===== config.mk =====
export PLATFORM = sky130hd
export DESIGN_NAME = tts_front
export DESIGN_NICKNAME = d
export VERILOG_FILES = /design/src/rtl/core/tts_pkg.sv /design/src/rtl/core/tts_front.sv
export SDC_FILE = /design/constraint.sdc
export NUM_CORES = 1
export LEC_CHECK = 0
export BUFFER_PORTS_ARGS = -buffer_cell sky130_fd_sc_hd__buf_2
export CORE_MARGIN = 5
export CORE_UTILIZATION = 53
export DETAILED_ROUTE_END_ITERATION = 7
export GPL_TIMING_DRIVEN = 0
export PLACE_DENSITY = 0.86
export SLEW_MARGIN = 20
export SYNTH_ARGS = -nofsm -noshare
export SYNTH_HDL_FRONTEND = slang
export SYNTH_SLANG_ARGS = --single-unit

===== constraint.sdc =====
create_clock -name i_clk -period 14.57 [get_ports i_clk]
set_clock_uncertainty 0.1 [all_clocks]
set_input_delay 2.914 -clock i_clk [delete_from_list [all_inputs] [get_ports i_clk]]
set_output_delay 2.914 -clock i_clk [all_outputs]
set_load 0.05 [all_outputs]

===== src/rtl/core/tts_pkg.sv =====
// Package: constants, types and fixed-point helpers for the tridiagonal solver.
package tts_pkg;

    localparam int MaxRows  = 64;
    localparam int FracBits = 16;
    localparam int RowBits  = $clog2(MaxRows);
    localparam int CntBits  = RowBits + 1;
    localparam int QDepth   = 2;

    localparam logic [1:0] ErrNone  = 2'd0;
    localparam logic [1:0] ErrPivot = 2'd1;
    localparam logic [1:0] ErrRows  = 2'd2;

    // one classified row between front and back
    typedef struct packed {
        logic signed [31:0] a;
        logic signed [31:0] b;
        logic signed [31:0] c;
        logic signed [31:0] d;
        logic               last;
        logic               drop;
    } t_row;

    typedef enum logic [3:0] {
        S_IDLE, S_MUL_P, S_PIVOT, S_MUL_Q, S_NUM, S_DIV_P, S_WAIT_P, S_DIV_Q,
        S_WAIT_Q, S_STORE, S_BK_RD, S_BK_WAIT, S_BK_MUL, S_BK_OUT
    } t_state;

    function automatic logic signed [31:0] sat64(input logic signed [63:0] v);
        if (v > 64'sd2147483647) return 32'sh7fffffff;
        if (v < -64'sd2147483648) return 32'sh80000000;
        return v[31:0];
    endfunction

    // product shifted right, truncated toward zero, saturated
    function automatic logic signed [31:0] fx_scale(input logic signed [63:0] prod);
        logic [63:0] mag;
        logic [63:0] sh;
        mag = prod[63] ? 64'(-prod) : 64'(prod);
        sh  = mag >> FracBits;
        if (prod[63]) return (sh >= 64'h8000_0000) ? 32'sh80000000 : 32'(-sh);
        return (sh > 64'h7fff_ffff) ? 32'sh7fffffff : sh[31:0];
    endfunction

endpackage


===== src/rtl/core/tts_front.sv =====
// Front end: accepts row beats, counts rows, flags overflow, queues rows.
module tts_front (
    input  logic                 i_clk,
    input  logic                 i_rst_n,
    input  logic                 i_valid,
    output logic                 o_ready,
    input  tts_pkg::t_row        i_row,
    output logic                 o_q_valid,
    input  logic                 i_q_pop,
    output tts_pkg::t_row        o_q_row
);
    import tts_pkg::*;

    t_row             r_q [QDepth];
    logic             r_wp, r_rp;
    logic [1:0]       r_cnt;
    logic [CntBits-1:0] r_rows;
    logic             w_push;
    t_row             w_row;

    assign o_ready   = (r_cnt != 2'(QDepth));
    assign w_push    = i_valid && o_ready;
    assign o_q_valid = (r_cnt != 2'd0);
    assign o_q_row   = r_q[r_rp];

    // mark rows beyond capacity
    always_comb begin
        w_row      = i_row;
        w_row.drop = (r_rows >= CntBits'(MaxRows));
    end

    always_ff @(posedge i_clk) begin
        if (w_push) begin
            r_q[r_wp] <= w_row;
        end
        if (!i_rst_n) begin
            r_wp   <= 1'b0;
            r_rp   <= 1'b0;
            r_cnt  <= '0;
            r_rows <= '0;
        end else begin
            if (w_push) begin
                r_wp <= ~r_wp;
                if (i_row.last) begin
                    r_rows <= '0;
                end else if (!w_row.drop) begin
                    r_rows <= r_rows + CntBits'(1);
                end
            end
            if (i_q_pop) begin
                r_rp <= ~r_rp;
            end
            r_cnt <= r_cnt + 2'(w_push) - 2'(i_q_pop);
        end
    end
endmodule


# [Yosys cells after proc, flatten, opt, wreduce, memory -nomap -nowiden]
# Memories as Yosys holds them, arrays and structs flattened. A register that Yosys moved wholly into a read port is not among the register bits.
# Cells that the tools add are included.
[totals] ram_bits=260 ff_bits=11 memories=1 input_bits=134 elab_cells=22
[mem_list] memory="r_q" words=2 word_bits=130 rd=1 rd_ports_with_merged_regs=1 write_ports=1 line_no="tts_front.sv:14" rtl="t_row r_q [QDepth];"
[classes] add_sub_neg=3 n_lt_le_gt_ge=1 reduce_logical=3 bitwise_logic=2 mux=6 eq_ne=2
[op_table] cell="$mux W7" count=2
[op_table] cell="$add A7 B1 Y7 const B" count=1
[op_table] cell="$ge A7 B7 Y1 const B" count=1
[op_table] cell="$mux W1" count=4
[op_table] cell="$ne A2 B2 Y1 const B" count=2
[op_table] cell="$add A2 B1 Y2" count=1
[op_table] cell="$not A1 Y1" count=2
[op_table] cell="$reduce_and A2 Y1" count=1
[op_table] cell="$reduce_bool A2 Y1" count=1
[op_table] cell="$sub A2 B1 Y2" count=1
[op_table] cell="$logic_and A1 B1 Y1" count=1

# [Longest topological paths before layout]
# Gate-level depths: netlist of run 1.
[logic_depth] ltp_word=4 depth_mapped=10 depth_no_buf=8

# [Worst setup path before layout of run 1]
# OpenSTA, ideal clock, no wires.
[synth_path] path_kind="input -> register" start="input port i_valid" end="memory r_q[0][0] in the netlist's numbering (enable)" path_buffers=1 setup_time_ps=620 required_time_ps=13850 cell_stages=3 arrival_time_ps=8533 setup_slack_ps=5316 cell_sequence="nand2_2 buf_2 nor2_1"
[synth_via] elab_chain_len=3
[synth_rtl] element="start, declared" line_no="tts_front.sv:5" rtl="input logic i_valid,"
[synth_rtl] element="$logic_and A1 B1 Y1" line_no="tts_front.sv:22" rtl="assign w_push = i_valid && o_ready;"
[synth_rtl] element="$mux W1" line_no="tts_front.sv:33" rtl="if (w_push) begin"
[synth_rtl] element="$mux W1 (implied by the code)" line_no="tts_front.sv:34" rtl="r_q[r_wp] <= w_row;"
[synth_rtl] element="end, declared" line_no="tts_front.sv:14"
# No other way between the ends.

==> results.md, run 1 <==
- Crit path kind: register to output port
- FF/Latch Area: around 8000 um2
- Power Density: 178 nW/um2
- Final core utilization: 67.7%
- Buf/Inv on CP: 3
- Syn_area_per_cell: 21.0 um2
- Die Footprint: 21,600 um2
- Initial DRC Count: 264
- Worst hold path class: register to register
- Slew @ Worst Pin: ~0.8 ns
- Dominant cell type by area after synthesis: edfxtp_1
- Post-detailed-route count of antenna-violating nets: 0
- Gr usage total: 18.0%
- Maxcap violations: 0
- DR pass1 iterations: 7
- Seq cells post-synth: ~270
- Io pins: between 200 and 300
- Number of global-route vias before repair: 5,889
- Vias/cell: 5.25
- RSZ-0062 raised after global routing: false
- CP max stage cell: clkbuf_1
- Commonest cells post-synth: 260 x edfxtp_1, 130 x mux2_2, 13 x buf_2, 12 x dfxtp_1, 7 x nor2_1
- Die height: 147 um
- Peak supply drop: roughly 0.12 mV
- Syn nets: 612
- Setup WS post-layout: 9.17 ns
- Main synth FF type: edfxtp_1
- Synth Cell Area: 9960 um2
- Post-synth ARST share: 0%
- Tmin final: about 5.4 ns
- Synth warn: 0
- Initial Util: 53.6%
- Post-layout net count: 913
- Worst-path fanout max: 10
- Gpl congestion: around 0.77
- Hold Vio Cnt, Final: 0
- Area Growth Syn to Fin: 26.3%
- Setup repair bufs after CTS: 0
- Crit path top cell by count: buf_2
- Worst hold margin: 0.417 ns
- Top cell type's share of synthesized area: approximately four fifths
- EDFF count, synth: 260
- CTS Buffer Depth: 3
- Diode count: 0
- Achievable Freq: approximately 190 MHz
- CTS tree: built
- Via count: approximately 5,400
- Crit path largest cell delay: 0.52 ns
- # clock sinks: 272
- Largest net degree at the start of global routing: 50
- DPL Wire Length: 13,900 um
- Share of layout cells above drive strength 1: 57.4%
- Nature of the critical path startpoint: register
- Final period utilization: 37.0%
- CTS Hold Bufs: 0
- Worst EP required: ~12 ns
- Initial antenna violation count: 0
- Library cells used by synthesis: 36
- Relative slew slack: 45.1%
- Synth Instances: 474
- I/O Buffers: roughly 260
- Clk slew on worst S/H paths: approximately 0.06 ns
- Max-slew violation count: 0
- Ranking of synthesized cells by area: edfxtp_1 78%, mux2_2 15%, dfxtp_1 2.4%
- Clock Latency Late Sink: 0.52 ns
- # DRC: 0
- Total Wirelength: 20,100 um
- First-pass GRT wire length: ~31,000 um
- Critical-path cell list: clkbuf_1 > buf_2 > mux2_2 > buf_2
- # resized after CTS: 0
- Critical path's top delay family: buffers and inverters
- Multi-input logic area: roughly 1800 um2
- Setup TNS: 0 ns
- Most common cell in the netlist: edfxtp_1
- Core footprint: 18,600 um2
- WP data arrival: 2.38 ns
- CP Capture Type: output port
- Setup Slack @ Placement: 9.61 ns
- # H-tree levels: 1
- Die width: 147 um
- Run status: finished clean
- LEAKAGE: 4.73 nW
- Fill cell count: about 1,200
- Setup Viol. Count Final: 0
- Grt ovf: 0
- Avg WL per Cell: 19.5 um
- Register area share after synthesis: 80.8%
- FP Rows: 50
- CTS root buf: clkbuf_16
- CTS Buf Count: 28
area by class of cell:
class | count | area share, %
flip-flops and latches | 272 | 64.0
multi-input cells | 180 | 14.5
repair buffers | 271 | 11.9
clock buffers | 35 | 5.95
well taps | 234 | 2.33
plain buffers | 18 | 0.696
clock inverters | 16 | 0.617
inverters | 4 | 0.119
cells by family (layout without fill, tap and decap cells):
| family | Yosys count | after routing | share of synthesized area (%) |
|---|---|---|---|
| AOI/OAI and AO/OA | 13 | 13 | 0.792 |
| and+or+nand+nor | 29 | 29 | 1.80 |
| DFF | 272 | 272 | 80.8 |
| muxes | 130 | 130 | 14.7 |
| xor gates and xnor gates | 4 | 4 | 0.352 |
| buffers and inverters | 22 | 344 | 1.03 |
| adders and majority gates | 4 | 4 | 0.503 |
stage by stage:
step | instance area [um2] | std cells | power [mW]
2_1_floorplan | 9960 | 474 | 1.48
3_3_place_gp | 11600 | 972 | 1.62
3_5_place_dp | 11800 | 979 | 1.62
4_1_cts | 12600 | 1030 | 2.26
5_1_grt | 12600 | 1030 | 2.33
6_report | 12600 | 1030 | 2.24
cells in the final DEF, fill, tap and decap left out, types with 6 or more instances in the layout:
cell       Yosys  final
buf_2         13    277
edfxtp_1     260    260
mux2_2       130    130
clkbuf_16      0     29
dfxtp_1       12     12
clkbuf_1       3      9
clkinv_1       1      9
nor2_1         7      6
clkinv_2       0      6
worst min-delay path: stages (launching register included):
cell and delay (ns):
dfxtp_1 0.33, o21ai_0 0.08, a21oi_1 0.06
where the power goes:
part           internal [mW]  total (mW)  switching, mW  leakage (nW)
registers              0.995        1.02         0.0272          2.52
clock network          0.362       0.631          0.269         0.409
logic                  0.158       0.583          0.425          1.80
total                   1.51        2.24          0.722          4.73
routing by layer:
metal / vias to the layer above / global-route usage (%) / wire (um)
li1: 2482 / - / -
met1: 2676 / 21.4 / 7460
met2: 209 / 32.5 / 10600
met3: 37 / 4.35 / 1500
met4: 0 / 5.13 / 501
met5: - / 0 / 0
worst paths after layout:
check	start	endpoint	slack (ns)	cells after the start
hold reg to reg	r_rows[0]	r_rows[0]	0.42	2
setup reg to reg	r_cnt[0]	r_q[0][51]	12.12	7
setup / recovery	register	o_q_row[58]	9.17	4
hold / removal	r_rows[0]	r_rows[0]	0.42	2
sequential cells by signal (all words and copies together), names as in the netlist, named ones only:
| register | flops |
|---|---|
| r_rp | 1 |
| r_q | 260 |
| r_cnt | 2 |
| r_rows | 7 |
| r_wp | 1 |
Note: power is estimated with default switching activity, not from simulation.
==> run 2: changes to the inputs <==
- CORE_UTILIZATION: 53 -> 52
- PLACE_DENSITY: 0.86 -> 0.85
- clock period: 14.57 -> 5.25 ns (I/O delays scaled with it)
==> run 2 against run 1 <==
  * Clock power grew to 2.8 times the previous value
  * First-iteration DRC count down 21%
  * Critical path depth is the same
  * Cell area hardly changed
  * Sequential share of layout area decreased by 0.051 points
  * Cell count about the same
  * Largest power group unchanged
  * Highest routed layer is now met5
==> results.md, run 2 (synthesized netlist as in run 1, its figures left out) <==
- Switching power: 1.98 mW
- Post-layout net count: just over 900
- Hold Vio Cnt, Final: 0
- Initial Util: between 50 and 60%
- Crit. path cell count: 4
- Vias/cell: 5.17
- Max-slew violation count: 0
- DR pass1 iterations: 4
- Setup Slack @ Placement: 2.08 ns
- Gpl congestion: 0.750
- Reg-to-Reg Start: r_cnt[0]
- Power Density: about 490 nW/um2
- Slew @ Worst Pin: 0.729 ns
- Run status: finished clean
- I/O Buffers: approximately 260
- Reg-to-reg endpoint: r_q[0][38]
- Combinational power share: 26.0%
- Worst-path fanout max: 10
- # H-tree levels: 1
- Achievable Freq: 283 MHz
- RSZ-0062 raised after global routing: false
- CP max stage cell: clkbuf_1
- Core footprint: between 15,000 and 20,000 um2
- Commonest non-fill, non-tap cell in the layout: buf_2
- CTS root buf: clkbuf_16
- Tmin final: around 3.5 ns
- FP Rows: 50
- Crit path capture: o_q_row[88]
- Setup Viol. Count Final: 0
- CTS tree: built
- Maxcap violations: 0
- CP Capture Type: output port
- # clock sinks: approximately 270
- DPL Wire Length: about 14,000 um
- Crit path kind: register to output port
- First-pass GRT wire length: 29,800 um
- Worst Reg-to-Reg Cells: 8
- Peak supply drop: around 0.34 mV
- Setup WS post-layout: 1.71 ns
- Internal: 4.23 mW
- Largest net degree at the start of global routing: 40
- Number of global-route vias before repair: 5,610
- Die width: 148 um
- Critical-path cell list: clkbuf_1 > buf_2 > mux2_2 > buf_2
- Area Growth Syn to Fin: 26.4%
- Worst hold path class: register to register
- # resized after CTS: 0
- Reg2reg setup slack: 2.68 ns
- Via count: 5,322
- Die height: around 150 um
- Switching share of power: about a third
- Most frequent cells in the layout: 277 x buf_2, 260 x edfxtp_1, 130 x mux2_2, 27 x clkbuf_16
- Grt ovf: 0
- Max reg flops: between 200 and 300
- Seq pwr share: 45.5%
- CTS Buf Count: 26
- CTS Buffer Depth: 3
- Worst EP required: around 4.1 ns
- LEAKAGE: approximately 4.7 nW
- Crit path largest cell delay: 0.53 ns
- Relative slew slack: 51.3%
- Clock Latency Late Sink: roughly 0.51 ns
- Top flop regs: r_q: 260 flops, r_rows: 7 flops, r_cnt: 2 flops
- Share of layout cells above drive strength 1: 57.6%
- Final period utilization: about two thirds
- Io pins: 266
- Initial antenna violation count: 2
- Largest reg by FF count: r_q
- Crit path top cell by count: buf_2
- Share of power burned in the clock network: between 20% and 30%
- Placed cells: 980
- # DRC: 0
- Buf/Inv on CP: 3
- Critical path's top delay family: buffers and inverters
- Gr usage total: 17.1%
- Avg WL per Cell: 19.0 um
- Total Wirelength: 19,500 um
- Post-detailed-route count of antenna-violating nets: 0
- Setup repair bufs after CTS: 0
- Clk slew on worst S/H paths: 0.06 ns
- Final cell count without fillers: 1,029
- CTS Hold Bufs: 0
- Initial DRC Count: 209
- WP data arrival: 2.39 ns
- Nature of the critical path startpoint: register
- Die Footprint: 22,000 um2
-- run 2: changes by cell type in the layout (fill, tap and decap cells not counted), sizes merged --
cell | previous run | this run
diode | 0 | 1
inv | 4 | 3
buf | 286 | 287
clkinv | 16 | 9
bufinv | 0 | 1
clkbuf | 38 | 42
-- run 2: tightest hold or removal path: cells and delay by family, from the launching register on --
family | cells | cell delay [ns]
AO/OA/AOI/OAI | 1 | 0.06
flip-flops | 1 | 0.33
AND/OR/NAND/NOR | 1 | 0.06
-- run 2: layer usage --
metal | vias up | global-route usage [%] | share of wire, %
li1 | 2480 | - | -
met2 | 224 | 30.2 | 51
met4 | 2 | 5.22 | 2.8
met3 | 42 | 4.51 | 9.0
met1 | 2574 | 20.7 | 37
met5 | - | 0 | 0.067
-- run 2: worst min-delay path by stage --
stage | from | end | slack (ns) | depth (start not counted)
after global routing | r_rows[5] | r_rows[5] | 0.42 | 2
final | r_rows[5] | r_rows[5] | 0.40 | 2
after global placement | r_rows[5] | r_rows[5] | 0.39 | 2
after CTS | r_rows[5] | r_rows[5] | 0.40 | 2
after detailed placement | r_rows[5] | r_rows[5] | 0.40 | 2
after floorplan | r_rows[5] | r_rows[5] | 0.36 | 2
-- run 2: layout make-up --
class | count | area [um2]
diodes | 1 | 2.50
plain buffers | 18 | 87.6
clock buffers | 39 | 751
clock inverters | 9 | 70.1
fillers | 1232 | 6180
inverters | 4 | 15.0
multi-input cells | 180 | 1820
flip-flops and latches | 272 | 8050
well taps | 234 | 293
repair buffers | 272 | 1500
-- run 2: power by group through the flow --
stage | Combinational, mW | Clock [mW] | Sequential [mW]
after floorplan | 1.18 | 0 | 2.90
after global placement | 1.53 | 0 | 2.93
after detailed placement | 1.63 | 0 | 2.88
after CTS | 1.64 | 1.80 | 2.83
after global routing | 1.69 | 1.92 | 2.85
final | 1.62 | 1.77 | 2.83
-- run 2: stage by stage --
step	area [um2]	power [mW]	util, %	TNS [ns]	hold WS, ns
CTS	12600	6.27	67.1	0	0.403
detailed placement	11800	4.50	62.7	0	0.396
global route	12600	6.47	67.1	0	0.423
global placement	11600	4.45	61.7	-405.40	0.386
finish	12600	6.22	67.1	0	0.399
floorplan	9960	4.07	-	0	0.363
==> run 3: changes to the inputs <==
- clock period: 5.25 -> 3.5 ns (I/O delays scaled with it)
==> run 3 against run 2 <==
  * Sequential share of layout area up 0.30 points
  * Die area unchanged
  * Cell area down 0.47%
  * Register-to-register slack worse by 1.4 ns
  * Worst setup slack worse by 1.4 ns
  * Cell count down 0.19%
  * Worst hold slack worse by 0.12 ns
  * Non-clock buffer count down 1
  * Critical path type unchanged
  * Critical endpoint is now o_q_row[113]
==> results.md, run 3 (synthesized netlist as in run 1, its figures left out) <==
- Die width: around 150 um
- Commonest non-fill, non-tap cell in the layout: buf_2
- Relative slew slack: between 50% and 60%
- # H-tree levels: 1
- # clock sinks: 272
- CTS Hold Bufs: 0
- Achievable Freq: between 300 and 400 MHz
- Share of layout cells above drive strength 1: a little under three fifths
- Max-slew violation count: 0
- Initial antenna violation count: 3
- Power, Total: 9.21 mW
- WP data arrival: 2.40 ns
- Crit path kind: register to output port
- Post-detailed-route count of antenna-violating nets: 0
- Avg WL per Cell: roughly 19 um
- First-pass GRT wire length: 30,100 um
- RSZ-0062 raised after global routing: false
- Maxcap violations: 0
- Most frequent cells in the layout: 277 x buf_2, 260 x edfxtp_1, 130 x mux2_2, 27 x clkbuf_16, 12 x dfxtp_1
- Final core utilization: 66.8%
- Power Density: roughly 740 nW/um2
- Gpl congestion: 0.765
- # resized after CTS: 0
- Clock Latency Late Sink: 0.51 ns
- Final period utilization: ~91%
- Top flop regs: r_q: 260 flops, r_rows: 7 flops, r_cnt: 2 flops
- Placed cells: 979
- Largest net degree at the start of global routing: 54
- LEAKAGE: 4.71 nW
- Nature of the critical path startpoint: register
- Area Growth Syn to Fin: 25.8%
- Worst hold margin: 0.276 ns
- Peak supply drop: about 0.52 mV
- Setup repair bufs after CTS: 0
- Max reg flops: 260
- Initial DRC Count: 210
- Number of global-route vias before repair: 5,788
- CTS Buffer Depth: 3
- Min-delay src: i_row[7]
- FP Rows: 50
- Slew @ Worst Pin: 0.709 ns
- CP Capture Type: output port
- Worst hold path class: primary input to register
- CTS root buf: clkbuf_16
- Vias/cell: 5.22
- DPL Wire Length: 13,900 um
- Setup Viol. Count Final: 0
- Largest reg by FF count: r_q
- Initial Util: a little over half
- Via count: 5,362
- Tmin final: 3.20 ns
- Gr usage total: 17.3%
- Final cell count without fillers: 1,027
- Die Footprint: 22,000 um2
- Total Wirelength: 19,600 um
- Worst EP required: 2.70 ns
- Hold Vio Cnt, Final: 0
- CTS tree: built
- # DRC: 0
- Reg-to-Reg Start: r_cnt[0]
- I/O Buffers: 264
- DR pass1 iterations: 4
- CTS Buf Count: 27
- Post-layout net count: 912
- Io pins: 266
- Core footprint: 18,800 um2
- Run status: finished clean
- Grt ovf: 0
- Die height: 148 um
- Clk slew on worst S/H paths: 0.06 ns
- Worst-path fanout max: 10
## run 3: final cells by class
| type | count | area [um2] |
|---|---|---|
| repair buffers | 271 | 1480 |
| inverters | 4 | 15.0 |
| clock inverters | 14 | 83.8 |
| diodes | 1 | 2.50 |
| plain buffers | 18 | 87.6 |
| clock buffers | 33 | 698 |
| well taps | 234 | 293 |
| multi-input cells | 180 | 1820 |
| flip-flops and latches | 272 | 8050 |
| fillers | 1269 | 6240 |
## run 3: final timing paths
path                   to  slack (ns)  cells after the start
max          o_q_row[113]        0.30                      4
min             r_q[1][7]        0.28                      1
max reg2reg    r_q[0][56]        1.24                      7
min reg2reg     r_rows[5]        0.40                      2
## run 3: routing by layer
metal | part of all wire [%] | wire (um) | global-route usage [%] | up-vias
met2 | 52 | 10100 | 31.1 | 208
met1 | 37 | 7230 | 19.7 | 2629
met3 | 8.3 | 1630 | 5.03 | 46
met5 | 0.14 | 27 | 0 | -
li1 | - | - | - | 2475
met4 | 3.1 | 614 | 6.42 | 4
## run 3: power breakdown
group / internal [mW] / total (mW) / switching (mW) / leakage (nW)
Sequential: 4.14 / 4.25 / 0.108 / 2.52
Combinational: 0.648 / 2.40 / 1.76 / 1.80
Clock: 1.47 / 2.56 / 1.09 / 0.384
## run 3: critical path, cell delays in order, from the launching register on
cell and delay (ns):
dfxtp_1 0.35, clkbuf_1 0.56, buf_2 0.38, mux2_2 0.38, buf_2 0.21
## run 3: stage by stage
stage / instance area, um2 / setup TNS [ns] / worst slack [ns]
finish: 12500 / 0 / 0.301
global route: 12500 / 0 / 0.163
CTS: 12500 / 0 / 0.254
detailed placement: 11700 / 0 / 0.821
global placement: 11600 / -184.56 / -1.08
floorplan: 9970 / 0 / 0.143
